**config.mk**
```make
export PLATFORM = sky130hd
export DESIGN_NAME = piecewise_cubic_kernel_eval
export DESIGN_NICKNAME = d
export VERILOG_FILES = /design/src/rtl/core/pcke_pkg.sv /design/src/rtl/core/pcke_poly.sv /design/src/rtl/core/pcke_round.sv /design/src/rtl/core/piecewise_cubic_kernel_eval.sv
export SDC_FILE = /design/constraint.sdc
export NUM_CORES = 2
export LEC_CHECK = 0
export ABC_AREA = 0
export ABC_CLOCK_PERIOD_IN_PS = 15000
export BUFFER_PORTS_ARGS = -buffer_cell sky130_fd_sc_hd__buf_2
export CAP_MARGIN = 5
export CORE_MARGIN = 8
export CORE_UTILIZATION = 46
export DETAILED_ROUTE_END_ITERATION = 10
export SETUP_SLACK_MARGIN = 0.3
export SLEW_MARGIN = 20
export SYNTH_ARGS = -nofsm -noshare
export SYNTH_HDL_FRONTEND = slang
export SYNTH_SLANG_ARGS = --single-unit
```
**constraint.sdc**
```tcl
create_clock -name clk -period 15 [get_ports clk]
set_input_delay 1.5 -clock clk [delete_from_list [all_inputs] [get_ports clk]]
set_output_delay 1.5 -clock clk [all_outputs]
set_load 0.005 [all_outputs]
```
**src/rtl/core/pcke_pkg.sv**
```systemverilog
package pcke_pkg;

	localparam int DIST_W = 16;
	localparam int WEIGHT_W = 16;
	localparam int MODE_W = 2;
	localparam int COEF_W = 7;
	localparam int DEN_W = 5;
	localparam int PIPE_LATENCY = 10;

	localparam logic signed [WEIGHT_W-1:0] WEIGHT_MAX = 16'sh7FFF;
	localparam logic signed [WEIGHT_W-1:0] WEIGHT_MIN = 16'sh8000;

	typedef enum logic [MODE_W-1:0] {
		MODE_TRIANGLE = 2'd0,
		MODE_BSPLINE  = 2'd1,
		MODE_CATMULL  = 2'd2,
		MODE_MITCHELL = 2'd3
	} kernel_mode_t;

	typedef enum logic [1:0] {
		DIV_1  = 2'd0,
		DIV_2  = 2'd1,
		DIV_6  = 2'd2,
		DIV_18 = 2'd3
	} div_sel_t;

	typedef logic signed [COEF_W-1:0] coef_t;

	typedef struct packed {
		coef_t c0;
		coef_t c1;
		coef_t c2;
		coef_t c3;
	} coef_set_t;

	typedef struct packed {
		logic     valid;
		div_sel_t div;
	} side_t;

	function automatic coef_set_t kernel_coefs(kernel_mode_t mode, logic outer);
		coef_set_t cs;
		cs = '0;
		unique case (mode)
			MODE_TRIANGLE: begin
				if (!outer) begin
					cs.c0 = 7'sd1;
					cs.c1 = -7'sd1;
				end
			end
			MODE_BSPLINE: begin
				if (outer) begin
					cs.c0 = 7'sd8;
					cs.c1 = -7'sd12;
					cs.c2 = 7'sd6;
					cs.c3 = -7'sd1;
				end else begin
					cs.c0 = 7'sd4;
					cs.c2 = -7'sd6;
					cs.c3 = 7'sd3;
				end
			end
			MODE_CATMULL: begin
				if (outer) begin
					cs.c0 = 7'sd4;
					cs.c1 = -7'sd8;
					cs.c2 = 7'sd5;
					cs.c3 = -7'sd1;
				end else begin
					cs.c0 = 7'sd2;
					cs.c2 = -7'sd5;
					cs.c3 = 7'sd3;
				end
			end
			MODE_MITCHELL: begin
				if (outer) begin
					cs.c0 = 7'sd32;
					cs.c1 = -7'sd60;
					cs.c2 = 7'sd36;
					cs.c3 = -7'sd7;
				end else begin
					cs.c0 = 7'sd16;
					cs.c2 = -7'sd36;
					cs.c3 = 7'sd21;
				end
			end
			default: cs = '0;
		endcase
		return cs;
	endfunction

	function automatic logic kernel_wide(kernel_mode_t mode);
		return mode != MODE_TRIANGLE;
	endfunction

	function automatic div_sel_t kernel_div(kernel_mode_t mode);
		div_sel_t d;
		unique case (mode)
			MODE_TRIANGLE: d = DIV_1;
			MODE_BSPLINE:  d = DIV_6;
			MODE_CATMULL:  d = DIV_2;
			MODE_MITCHELL: d = DIV_18;
			default:       d = DIV_1;
		endcase
		return d;
	endfunction

	function automatic logic [DEN_W-1:0] den_of(div_sel_t div);
		logic [DEN_W-1:0] d;
		unique case (div)
			DIV_1:   d = 5'd1;
			DIV_2:   d = 5'd2;
			DIV_6:   d = 5'd6;
			DIV_18:  d = 5'd18;
			default: d = 5'd1;
		endcase
		return d;
	endfunction

endpackage

```
**src/rtl/core/pcke_poly.sv**
```systemverilog
module pcke_poly #(
	parameter int IN_FRAC_BITS = 12
) (
	input  logic                                  clk,
	input  logic                                  arst_n,
	input  logic                                  in_valid,
	input  logic signed [pcke_pkg::DIST_W-1:0]    in_dist,
	input  pcke_pkg::kernel_mode_t                mode,
	output logic signed [3*IN_FRAC_BITS+13:0]     poly,
	output pcke_pkg::side_t                       side
);
	import pcke_pkg::*;

	localparam int F   = IN_FRAC_BITS;
	localparam int CW  = ((F + 2) > DIST_W ? (F + 2) : DIST_W) + 1;
	localparam int H2W = F + 9;
	localparam int H1W = 2 * F + 11;
	localparam int PW  = 3 * F + 14;
	localparam int LW  = H1W / 2;
	localparam int HW  = H1W - LW;

	logic [DIST_W-1:0] mag;
	logic [CW-1:0]     mag_ext;
	logic [CW-1:0]     one_ext;
	logic              outer;
	logic              in_sup;
	coef_set_t         coef0;

	always_comb begin
		mag     = in_dist[DIST_W-1] ? DIST_W'(-in_dist) : DIST_W'(in_dist);
		mag_ext = CW'(mag);
		one_ext = CW'(1) << F;
		outer   = mag_ext >= one_ext;
		in_sup  = kernel_wide(mode) ? (mag_ext < (one_ext << 1)) : !outer;
		coef0   = in_sup ? kernel_coefs(mode, outer) : '0;
	end

	logic                     valid_s1, valid_s2, valid_s3, valid_s4, valid_s5;
	logic [DIST_W-1:0]        n_s1, n_s2, n_s3;
	coef_set_t                coef_s1, coef_s2, coef_s3, coef_s4;
	div_sel_t                 div_s1, div_s2, div_s3, div_s4, div_s5;
	logic signed [H2W-1:0]    h2_s2;
	logic signed [H1W-1:0]    h1_s3;
	logic [LW+DIST_W-1:0]     pl_s4;
	logic signed [HW+DIST_W:0] ph_s4;
	logic signed [PW-1:0]     poly_s5;

	logic signed [DIST_W:0]   n_sg_s1, n_sg_s2, n_sg_s3;
	logic signed [H2W-1:0]    h2_d;
	logic signed [H1W-1:0]    h1_d;
	logic [LW+DIST_W-1:0]     pl_d;
	logic signed [HW+DIST_W:0] ph_d;
	logic signed [PW-1:0]     ph_ext, pl_ext, c0_ext, poly_d;

	always_comb begin
		n_sg_s1 = $signed({1'b0, n_s1});
		n_sg_s2 = $signed({1'b0, n_s2});
		n_sg_s3 = $signed({1'b0, n_s3});
		h2_d    = H2W'(coef_s1.c3 * n_sg_s1) + (H2W'(coef_s1.c2) <<< F);
		h1_d    = H1W'(h2_s2 * n_sg_s2) + (H1W'(coef_s2.c1) <<< (2 * F));
		pl_d    = (LW + DIST_W)'(h1_s3[LW-1:0] * n_s3);
		ph_d    = (HW + DIST_W + 1)'($signed(h1_s3[H1W-1:LW]) * n_sg_s3);
		ph_ext  = PW'(ph_s4);
		pl_ext  = PW'(pl_s4);
		c0_ext  = PW'(coef_s4.c0) <<< (3 * F);
		poly_d  = (ph_ext <<< LW) + pl_ext + c0_ext;
	end

	always_ff @(posedge clk or negedge arst_n) begin
		if (!arst_n) begin
			valid_s1 <= 1'b0;
			valid_s2 <= 1'b0;
			valid_s3 <= 1'b0;
			valid_s4 <= 1'b0;
			valid_s5 <= 1'b0;
		end else begin
			valid_s1 <= in_valid;
			valid_s2 <= valid_s1;
			valid_s3 <= valid_s2;
			valid_s4 <= valid_s3;
			valid_s5 <= valid_s4;
		end
	end

	always_ff @(posedge clk) begin
		n_s1    <= mag;
		coef_s1 <= coef0;
		div_s1  <= kernel_div(mode);

		n_s2    <= n_s1;
		coef_s2 <= coef_s1;
		div_s2  <= div_s1;
		h2_s2   <= h2_d;

		n_s3    <= n_s2;
		coef_s3 <= coef_s2;
		div_s3  <= div_s2;
		h1_s3   <= h1_d;

		coef_s4 <= coef_s3;
		div_s4  <= div_s3;
		pl_s4   <= pl_d;
		ph_s4   <= ph_d;

		div_s5  <= div_s4;
		poly_s5 <= poly_d;
	end

	assign poly       = poly_s5;
	assign side.valid = valid_s5;
	assign side.div   = div_s5;

endmodule

```
**src/rtl/core/pcke_round.sv**
```systemverilog
module pcke_round #(
	parameter int IN_FRAC_BITS  = 12,
	parameter int OUT_FRAC_BITS = 14
) (
	input  logic                                  clk,
	input  logic                                  arst_n,
	input  logic signed [3*IN_FRAC_BITS+13:0]     poly,
	input  pcke_pkg::side_t                       side,
	output logic                                  out_valid,
	output logic signed [pcke_pkg::WEIGHT_W-1:0]  out_weight
);
	import pcke_pkg::*;

	localparam int PW  = 3 * IN_FRAC_BITS + 14;
	localparam int TW  = PW + 1;
	localparam int S   = 3 * IN_FRAC_BITS - OUT_FRAC_BITS;
	localparam int QW  = OUT_FRAC_BITS + 14;
	localparam int AW  = OUT_FRAC_BITS + 5;
	localparam int K   = AW + 1;
	localparam int MW  = K - 1;
	localparam int CMW = (AW > 17) ? AW : 17;

	localparam logic [MW-1:0] RECIP3 = MW'((64'd1 << K) / 64'd3);
	localparam logic [MW-1:0] RECIP9 = MW'((64'd1 << K) / 64'd9);

	logic                  valid_r1, valid_r2, valid_r3, valid_r4, valid_r5;
	div_sel_t              div_r1, div_r2, div_r3;
	logic [QW-1:0]         q_r1;
	logic [AW-1:0]         a_r2, a_r3;
	logic                  neg_r2, neg_r3, neg_r4;
	logic [AW+MW-1:0]      prod_r3;
	logic [AW-1:0]         quot_r4;
	logic signed [WEIGHT_W-1:0] weight_r5;

	logic signed [TW-1:0]  t_d;
	logic signed [TW-1:0]  den_sh;
	logic [QW-1:0]         q_d;
	logic [QW-1:0]         m_full;
	logic [AW-1:0]         a_d;
	logic [MW-1:0]         recip;
	logic [AW+MW-1:0]      prod_d;
	logic [AW-1:0]         e_est;
	logic [AW+3:0]         e_den;
	logic [AW+3:0]         rem;
	logic [AW-1:0]         quot_d;
	logic [CMW-1:0]        quot_ext;
	logic signed [WEIGHT_W-1:0] weight_d;

	always_comb begin
		den_sh = TW'(den_of(side.div)) << S;
		t_d    = (TW'(poly) <<< 1) + den_sh;
		q_d    = QW'(t_d >>> (S + 1));
	end

	always_comb begin
		m_full = q_r1[QW-1] ? (QW'(den_of(div_r1)) - QW'(1) - q_r1) : q_r1;
		case (div_r1) inside
			DIV_2, DIV_6, DIV_18: a_d = AW'(m_full >> 1);
			default:              a_d = AW'(m_full);
		endcase
	end

	always_comb begin
		recip  = (div_r2 == DIV_18) ? RECIP9 : RECIP3;
		prod_d = (AW + MW)'(a_r2 * recip);
	end

	always_comb begin
		e_est = AW'(prod_r3 >> K);
		if (div_r3 == DIV_18) begin
			e_den = ((AW + 4)'(e_est) << 3) + (AW + 4)'(e_est);
		end else begin
			e_den = ((AW + 4)'(e_est) << 1) + (AW + 4)'(e_est);
		end
		rem = (AW + 4)'(a_r3) - e_den;
		case (div_r3) inside
			DIV_1, DIV_2: quot_d = a_r3;
			DIV_18:       quot_d = (rem >= (AW + 4)'(9)) ? e_est + AW'(1) : e_est;
			default:      quot_d = (rem >= (AW + 4)'(3)) ? e_est + AW'(1) : e_est;
		endcase
	end

	always_comb begin
		quot_ext = CMW'(quot_r4);
		if (neg_r4) begin
			weight_d = (quot_ext > CMW'(32768)) ? WEIGHT_MIN : WEIGHT_W'(-quot_ext);
		end else begin
			weight_d = (quot_ext > CMW'(32767)) ? WEIGHT_MAX : WEIGHT_W'(quot_ext);
		end
	end

	always_ff @(posedge clk or negedge arst_n) begin
		if (!arst_n) begin
			valid_r1 <= 1'b0;
			valid_r2 <= 1'b0;
			valid_r3 <= 1'b0;
			valid_r4 <= 1'b0;
			valid_r5 <= 1'b0;
		end else begin
			valid_r1 <= side.valid;
			valid_r2 <= valid_r1;
			valid_r3 <= valid_r2;
			valid_r4 <= valid_r3;
			valid_r5 <= valid_r4;
		end
	end

	always_ff @(posedge clk) begin
		q_r1      <= q_d;
		div_r1    <= side.div;

		a_r2      <= a_d;
		neg_r2    <= q_r1[QW-1];
		div_r2    <= div_r1;

		prod_r3   <= prod_d;
		a_r3      <= a_r2;
		neg_r3    <= neg_r2;
		div_r3    <= div_r2;

		quot_r4   <= quot_d;
		neg_r4    <= neg_r3;

		weight_r5 <= weight_d;
	end

	assign out_valid  = valid_r5;
	assign out_weight = weight_r5;

endmodule

```
**src/rtl/core/piecewise_cubic_kernel_eval.sv**
```systemverilog
// Resampling kernel weight evaluator. Each accepted distance in signed fixed point
// produces one kernel weight, marked by a one-cycle done strobe; the block takes a
// new distance in every cycle and busy stays low, so the sustained rate is one beat
// per clock. Each distance passes through the five-stage Horner multiplier chain
// that forms the exact cubic, then through the five-stage rounding path that
// divides by the kernel denominator with a reciprocal multiply. The receiver must
// take each weight in the cycle that done is high, since results cannot be held off.
// The kernel mode register is written through kernel_mode_we and kernel_mode_wdata
// and should only change while no beat is in flight.
module piecewise_cubic_kernel_eval #(
	parameter int IN_FRAC_BITS  = 12,
	parameter int OUT_FRAC_BITS = 14
) (
	input  logic                                  clk,
	input  logic                                  arst_n,
	input  logic                                  start,
	output logic                                  busy,
	input  logic signed [pcke_pkg::DIST_W-1:0]    distance,
	input  logic                                  kernel_mode_we,
	input  logic [pcke_pkg::MODE_W-1:0]           kernel_mode_wdata,
	output logic                                  done,
	output logic signed [pcke_pkg::WEIGHT_W-1:0]  weight
);
	import pcke_pkg::*;

	kernel_mode_t                      kernel_mode_q;
	logic signed [3*IN_FRAC_BITS+13:0] poly;
	side_t                             side;
	logic                              accept;

	always_ff @(posedge clk or negedge arst_n) begin
		if (!arst_n) begin
			kernel_mode_q <= MODE_TRIANGLE;
		end else if (kernel_mode_we) begin
			kernel_mode_q <= kernel_mode_t'(kernel_mode_wdata);
		end
	end

	assign busy   = 1'b0;
	assign accept = start && !busy;

	pcke_poly #(
		.IN_FRAC_BITS(IN_FRAC_BITS)
	) u_poly (
		.clk      (clk),
		.arst_n   (arst_n),
		.in_valid (accept),
		.in_dist  (distance),
		.mode     (kernel_mode_q),
		.poly     (poly),
		.side     (side)
	);

	pcke_round #(
		.IN_FRAC_BITS (IN_FRAC_BITS),
		.OUT_FRAC_BITS(OUT_FRAC_BITS)
	) u_round (
		.clk        (clk),
		.arst_n     (arst_n),
		.poly       (poly),
		.side       (side),
		.out_valid  (done),
		.out_weight (weight)
	);

endmodule

```
Yosys cells after proc, flatten, opt, wreduce, memory -nomap -nowiden
Index checks and enable logic that the tools add are counted.
{"block": "totals", "out_inout_bits": 18, "register_bits": 446, "in_bits": 22}
{"block": "op_classes", "reduce_logical": 8, "n_eq_ne": 12, "n_mux": 28, "n_lt_le_gt_ge": 6, "addsub": 13, "mul": 5}
{"cell": "$mux 19", "count": 6}
{"cell": "$mux 16", "count": 4}
{"cell": "$pmux 14 s4", "count": 1}
{"cell": "$add 51x28->51", "count": 1}
{"cell": "$add 50x34->50", "count": 1}
{"cell": "$add 50x43->50", "count": 1}
{"cell": "$mux 14", "count": 3}
{"cell": "$pmux 14 s3", "count": 1}
{"cell": "$pmux 5 s4", "count": 2}
{"cell": "$mul 19x19->38", "count": 1}
{"cell": "$add 35x31->35", "count": 1}
{"cell": "$mul 21x17->35", "count": 1}
{"cell": "$mul 17x16->33", "count": 1}
{"cell": "$mul 18x17->33", "count": 1}
{"cell": "$neg 16->16", "count": 2}
{"cell": "$ge 23x2->1 const B", "count": 1}
{"cell": "$ge 23x4->1 const B", "count": 1}
{"cell": "$mux 23", "count": 1}
{"cell": "$sub 19x23->23", "count": 1}
{"cell": "$add 21x18->22", "count": 1}
{"cell": "$add 21x19->21", "count": 1}
{"cell": "$mul 7x17->21", "count": 1}
{"cell": "$mux 7", "count": 3}
{"cell": "$add 19x18->20", "count": 1}
{"cell": "other kinds (21)", "count": 34}

Depth between registers and ports, before layout
{"block": "depth", "ltp_word": 7, "mapped_depth": 27, "ltp_nobuf": 25}

Modules after synthesis
A second synthesis with hierarchy kept.
{"block": "unflattened", "hier_cells": 6315, "area_unflattened_um2": 58315.9}
{"mod": "pcke_poly", "n_inst": 1, "cells_per_inst": 4573, "area_per_inst_um2": 42772.3, "seq_area_each_um2": 5550.3}
{"mod": "pcke_round", "n_inst": 1, "cells_per_inst": 1736, "area_per_inst_um2": 15459.8, "seq_area_each_um2": 2547.4}
{"mod": "piecewise_cubic_kernel_eval", "n_inst": 1, "cells_per_inst": 6, "area_per_inst_um2": 83.8, "seq_area_each_um2": 50.0}

Worst setup path before layout
No wires, ideal clock.
{"block": "synth_path", "path_kind": "register -> register", "start": "register u_poly.h2_s2[4]", "end": "register u_poly.h1_s3[33]", "path_stages_with_launch": 25, "setup_slack_ns": 8.701, "setup_time_ns": 0.072, "arrival_ns": 6.227, "required_ns": 14.928, "path_buffers": 1, "cell_sequence": "dfxtp_1 clkbuf_1 nand2_1 fa_1 fa_1 inv_1 fa_1 inv_1 fa_1 inv_1 fa_1 inv_1 fa_1 inv_1 ha_1 a21o_1 a21oi_1 o21ai_0 nor3_1 a21boi_0 a41o_1 o41ai_1 o21ai_0 a21oi_1 xnor2_1"}
{"block": "synth_via", "elab_chain_cells": 2}
{"element": "start, declared", "line": "pcke_poly.sv:42", "text": "logic signed [H2W-1:0] h2_s2;"}
{"element": "start signal, assigned", "line": "pcke_poly.sv:93", "text": "h2_s2 <= h2_d;"}
{"element": "$mul 21x17->35", "line": "pcke_poly.sv:60", "text": "h1_d = H1W'(h2_s2 * n_sg_s2) + (H1W'(coef_s2.c1) <<< (2 * F));"}
{"element": "$add 35x31->35", "line": "pcke_poly.sv:60"}
{"element": "named net u_poly.h1_d[33]", "line": "pcke_poly.sv:50", "text": "logic signed [H1W-1:0] h1_d;"}
{"element": "end signal, assigned", "line": "pcke_poly.sv:98", "text": "h1_s3 <= h1_d;"}
{"element": "end, declared", "line": "pcke_poly.sv:43", "text": "logic signed [H1W-1:0] h1_s3;"}
The timed path passes the listed nets, and every way through them passes these cells.
A chain may end at the register's enable or synchronous reset.

Final worst setup path
{"block": "layout_path", "start": "register u_poly.n_s2[7]", "end": "register u_poly.h1_s3[34]"}
{"block": "layout_via", "elab_chain_cells": 2}
{"element": "start, declared", "line": "pcke_poly.sv:39", "text": "logic [DIST_W-1:0] n_s1, n_s2, n_s3;"}
{"element": "start signal, assigned", "line": "pcke_poly.sv:90", "text": "n_s2 <= n_s1;"}
{"element": "$mul 21x17->35", "line": "pcke_poly.sv:60"}
{"element": "$add 35x31->35", "line": "pcke_poly.sv:60"}
{"element": "named net u_poly.h1_d[34]", "line": "pcke_poly.sv:50"}
The timed path passes the listed nets, and every way through them passes these cells.

==> flow_summary.json <==
{
  "finalSetupViolCount": 0,
  "syn_inst": 6067,
  "met2_wirelength_mm": 58.4,
  "endpoint_kind": "flop",
  "place_congestion": 0.907,
  "arrival_ns": 8.29,
  "wire_per_inst_um": 16.9,
  "final_util": 0.491,
  "avgSynthCellArea_um2": 9.24,
  "htree_levels": 2,
  "setup_tns_ns": 0,
  "io_pins": 40,
  "yosysMostFrequentCell": "inv_1",
  "drt_drc_violations_left": 0,
  "synthTopCellsByArea": "fa_1 (38%), ha_1 (13%), dfxtp_1 (13%)",
  "path_class": "flop to flop",
  "finalHoldViolations": 0,
  "finalMaxSlewViolations": 0,
  "yosysWarnings": 0,
  "dpl.hpwl_mm": 106,
  "ant_nets": 0,
  "clock_skew_ns": 0.0586,
  "fp-row-count": 128,
  "port_buffers": 38,
  "start_kind": "flop",
  "die_w_um": 365,
  "crit_required_ns": 15.58,
  "fin_area_um2": 59600,
  "wl_met1_mm": 61.2,
  "antenna_cells": 0,
  "slew_headroom": 0.308,
  "period_share": 0.514,
  "ctsResizeCount": 0,
  "cts_hold_buf": 0,
  "dpl-instance-area_um2": 57900,
  "dr.pass1.iters": 6,
  "clkTransAtPathRegs_ns": 0.06,
  "min_period_ns": 7.71,
  "clock-root-buffer": "clkbuf_16",
  "avgViaCountPerCell": 5.08,
  "top_layer": "met4",
  "cts_setup_buffers": 0,
  "clock_path_buffers": 3,
  "tritoncts": "built",
  "tightest_slew_ns": 1.04,
  "overflow": 0,
  "synth_top_area_share": 0.382,
  "dieArea_um2": 133000,
  "drv_cap": 0,
  "clkLatencyLatePin_ns": 0.65,
  "yosysUniqueCellTypes": 90,
  "yosys-top-cells-count": "inv_1 (1426), fa_1 (1070), nand2_1 (709), ha_1 (580), and2_1 (431)",
  "nets": 7691,
  "track_usage": 0.199,
  "rsz0062_at_grt": "false",
  "ys_seq_area_frac": 0.132,
  "clock.fmax_mhz": 130,
  "async_flop_share": 0.0328,
  "cts_buffers": 48,
  "first_global_vias": 40400,
  "antenna_found_initial": 1,
  "critPathMaxFanout": 22,
  "drive_above_1_share": 0.0348,
  "start_util": 0.462,
  "die_h_um": 365,
  "place_ws_ns": 7.33,
  "synth_edf_count": 0,
  "yosys.area.top_type": "fa_1",
  "grt_max_degree": 41,
  "grt_pass1_wl_mm": 214,
  "routed_wl_mm": 130,
  "ys_ff_latch": 366,
  "synthesis.area_um2": 56000,
  "outcome": "finished clean",
  "setup_slack_ns": 7.29,
  "synthFlopType": "dfxtp_1",
  "wl_met3_mm": 6.64,
  "vias": 39000,
  "hold_path_class": "flop to flop",
  "core_area_um2": 121000,
  "syn_to_final_growth_pct": 6.40,
  "drt_iter0_markers": 2487,
  "clkSinkCount": 366
}
==> sequential cells by signal, summed over array words and instances, names as in the netlist, 16 cells and up <==
| register | flops |
|---|---|
| u_poly.poly | 29 |
| u_poly.pl_s4 | 16 |
| u_poly.h1_s3 | 35 |
| u_poly.coef_s1 | 19 |
| u_poly.n_s3 | 16 |
| u_round.a_r3 | 19 |
| u_round.a_r2 | 19 |
| u_round.q_r1 | 21 |
| u_poly.ph_s4 | 33 |
| u_round.prod_r3 | 18 |
| u_poly.n_s2 | 16 |
| u_poly.n_s1 | 16 |
| u_poly.h2_s2 | 21 |
| u_round.out_weight | 16 |
| u_round.quot_ext | 19 |
==> cell families after synthesis <==
| family | after synthesis | share of synthesized area |
|---|---|---|
| adders and majority gates | 1650 | 0.512 |
| muxes | 21 | 0.00491 |
| AOI/OAI and AO/OA | 560 | 0.0642 |
| DFF | 366 | 0.132 |
| buffers and inverters | 1614 | 0.109 |
| xor gates and xnor gates | 239 | 0.0374 |
| other | 1 | 0.0000669 |
| and+or+nand+nor | 1616 | 0.141 |
==> routing by layer <==
metal / vias to the layer above / global-route usage
li1: 18300 / -
met5: - / 0
met2: 909 / 0.313
met1: 19600 / 0.292
met4: 0 / 0.0514
met3: 169 / 0.0257
==> placed cells by master, fill, tap and decap left out, drive strengths merged, types with 7 or more instances in the layout <==
master / n
inv: 1433
fa: 1070
nand2: 709
ha: 580
and2: 432
dfxtp: 354
xnor2: 176
a21oi: 160
nor2: 160
o21ai: 118
buf: 74
xor2: 63
clkbuf: 59
nand3: 52
nor3: 49
a21o: 47
and3: 41
a31oi: 36
or3: 34
nand2b: 33
nand4: 28
o21a: 25
o21bai: 23
nor2b: 21
a211oi: 21
o31ai: 21
or2: 18
conb: 16
mux2i: 14
clkinv: 13
a21boi: 12
dfrtp: 12
o311ai: 12
o22ai: 10
or4: 10
a41oi: 9
o211ai: 9
bufinv: 8
o31a: 7
==> layout make-up <==
cell class | instances | area [um^2]
Fill cell | 11500 | 61800
Multi-Input combinational cell | 4102 | 42600
Sequential cell | 366 | 7390
Inverter | 1427 | 5360
Tap cell | 1625 | 2030
Clock buffer | 59 | 1320
Timing Repair Buffer | 74 | 460
Clock inverter | 29 | 435
==> stage by stage <==
stage          hold WS, ns  std cells
3_5_place_dp         0.312       7594
5_1_grt              0.332       7682
6_report             0.325       7682
3_3_place_gp         0.312       7594
2_1_floorplan        0.310       6082
4_1_cts              0.325       7682
==> final timing paths <==
| kind | start | to | slack (ns) | cells after the start |
|---|---|---|---|---|
| max | u_poly.n_s2[7]$_DFF_P_ | u_poly.h1_s3[34]$_DFF_P_ | 7.29 | 23 |
| min | u_poly.div_s1[1]$_DFF_P_ | u_poly.div_s2[1]$_DFF_P_ | 0.33 | 0 |
| max reg2reg | u_poly.n_s2[7]$_DFF_P_ | u_poly.h1_s3[34]$_DFF_P_ | 7.29 | 23 |
| min reg2reg | u_poly.div_s1[1]$_DFF_P_ | u_poly.div_s2[1]$_DFF_P_ | 0.33 | 0 |
| max in group asynchronous | arst_n | u_round.out_valid$_DFF_PN0_ | 13.96 | 1 |
| min in group asynchronous | arst_n | u_round.valid_r1$_DFF_PN0_ | 0.75 | 1 |
==> critical path, cell delays in order (launching register included) <==
cell and delay (ns):
dfxtp_1 1.00, nand2_1 0.18, fa_1 0.58, inv_1 0.05, fa_1 0.52, inv_1 0.05
fa_1 0.50, inv_1 0.05, fa_1 0.48, inv_1 0.06, fa_1 0.50, fa_1 0.54
inv_1 0.04, ha_1 0.35, nand4_1 0.23, or3_1 0.44, a211oi_1 0.65, o31ai_1 0.35
nor2_1 0.21, nor2_1 0.07, a21boi_0 0.29, nand2b_1 0.15, a31oi_1 0.21, xnor2_1 0.14
Power is left out: the tool's default activity adds up to more than one toggle a clock period on the data nets, which glitch-free logic cannot reach.
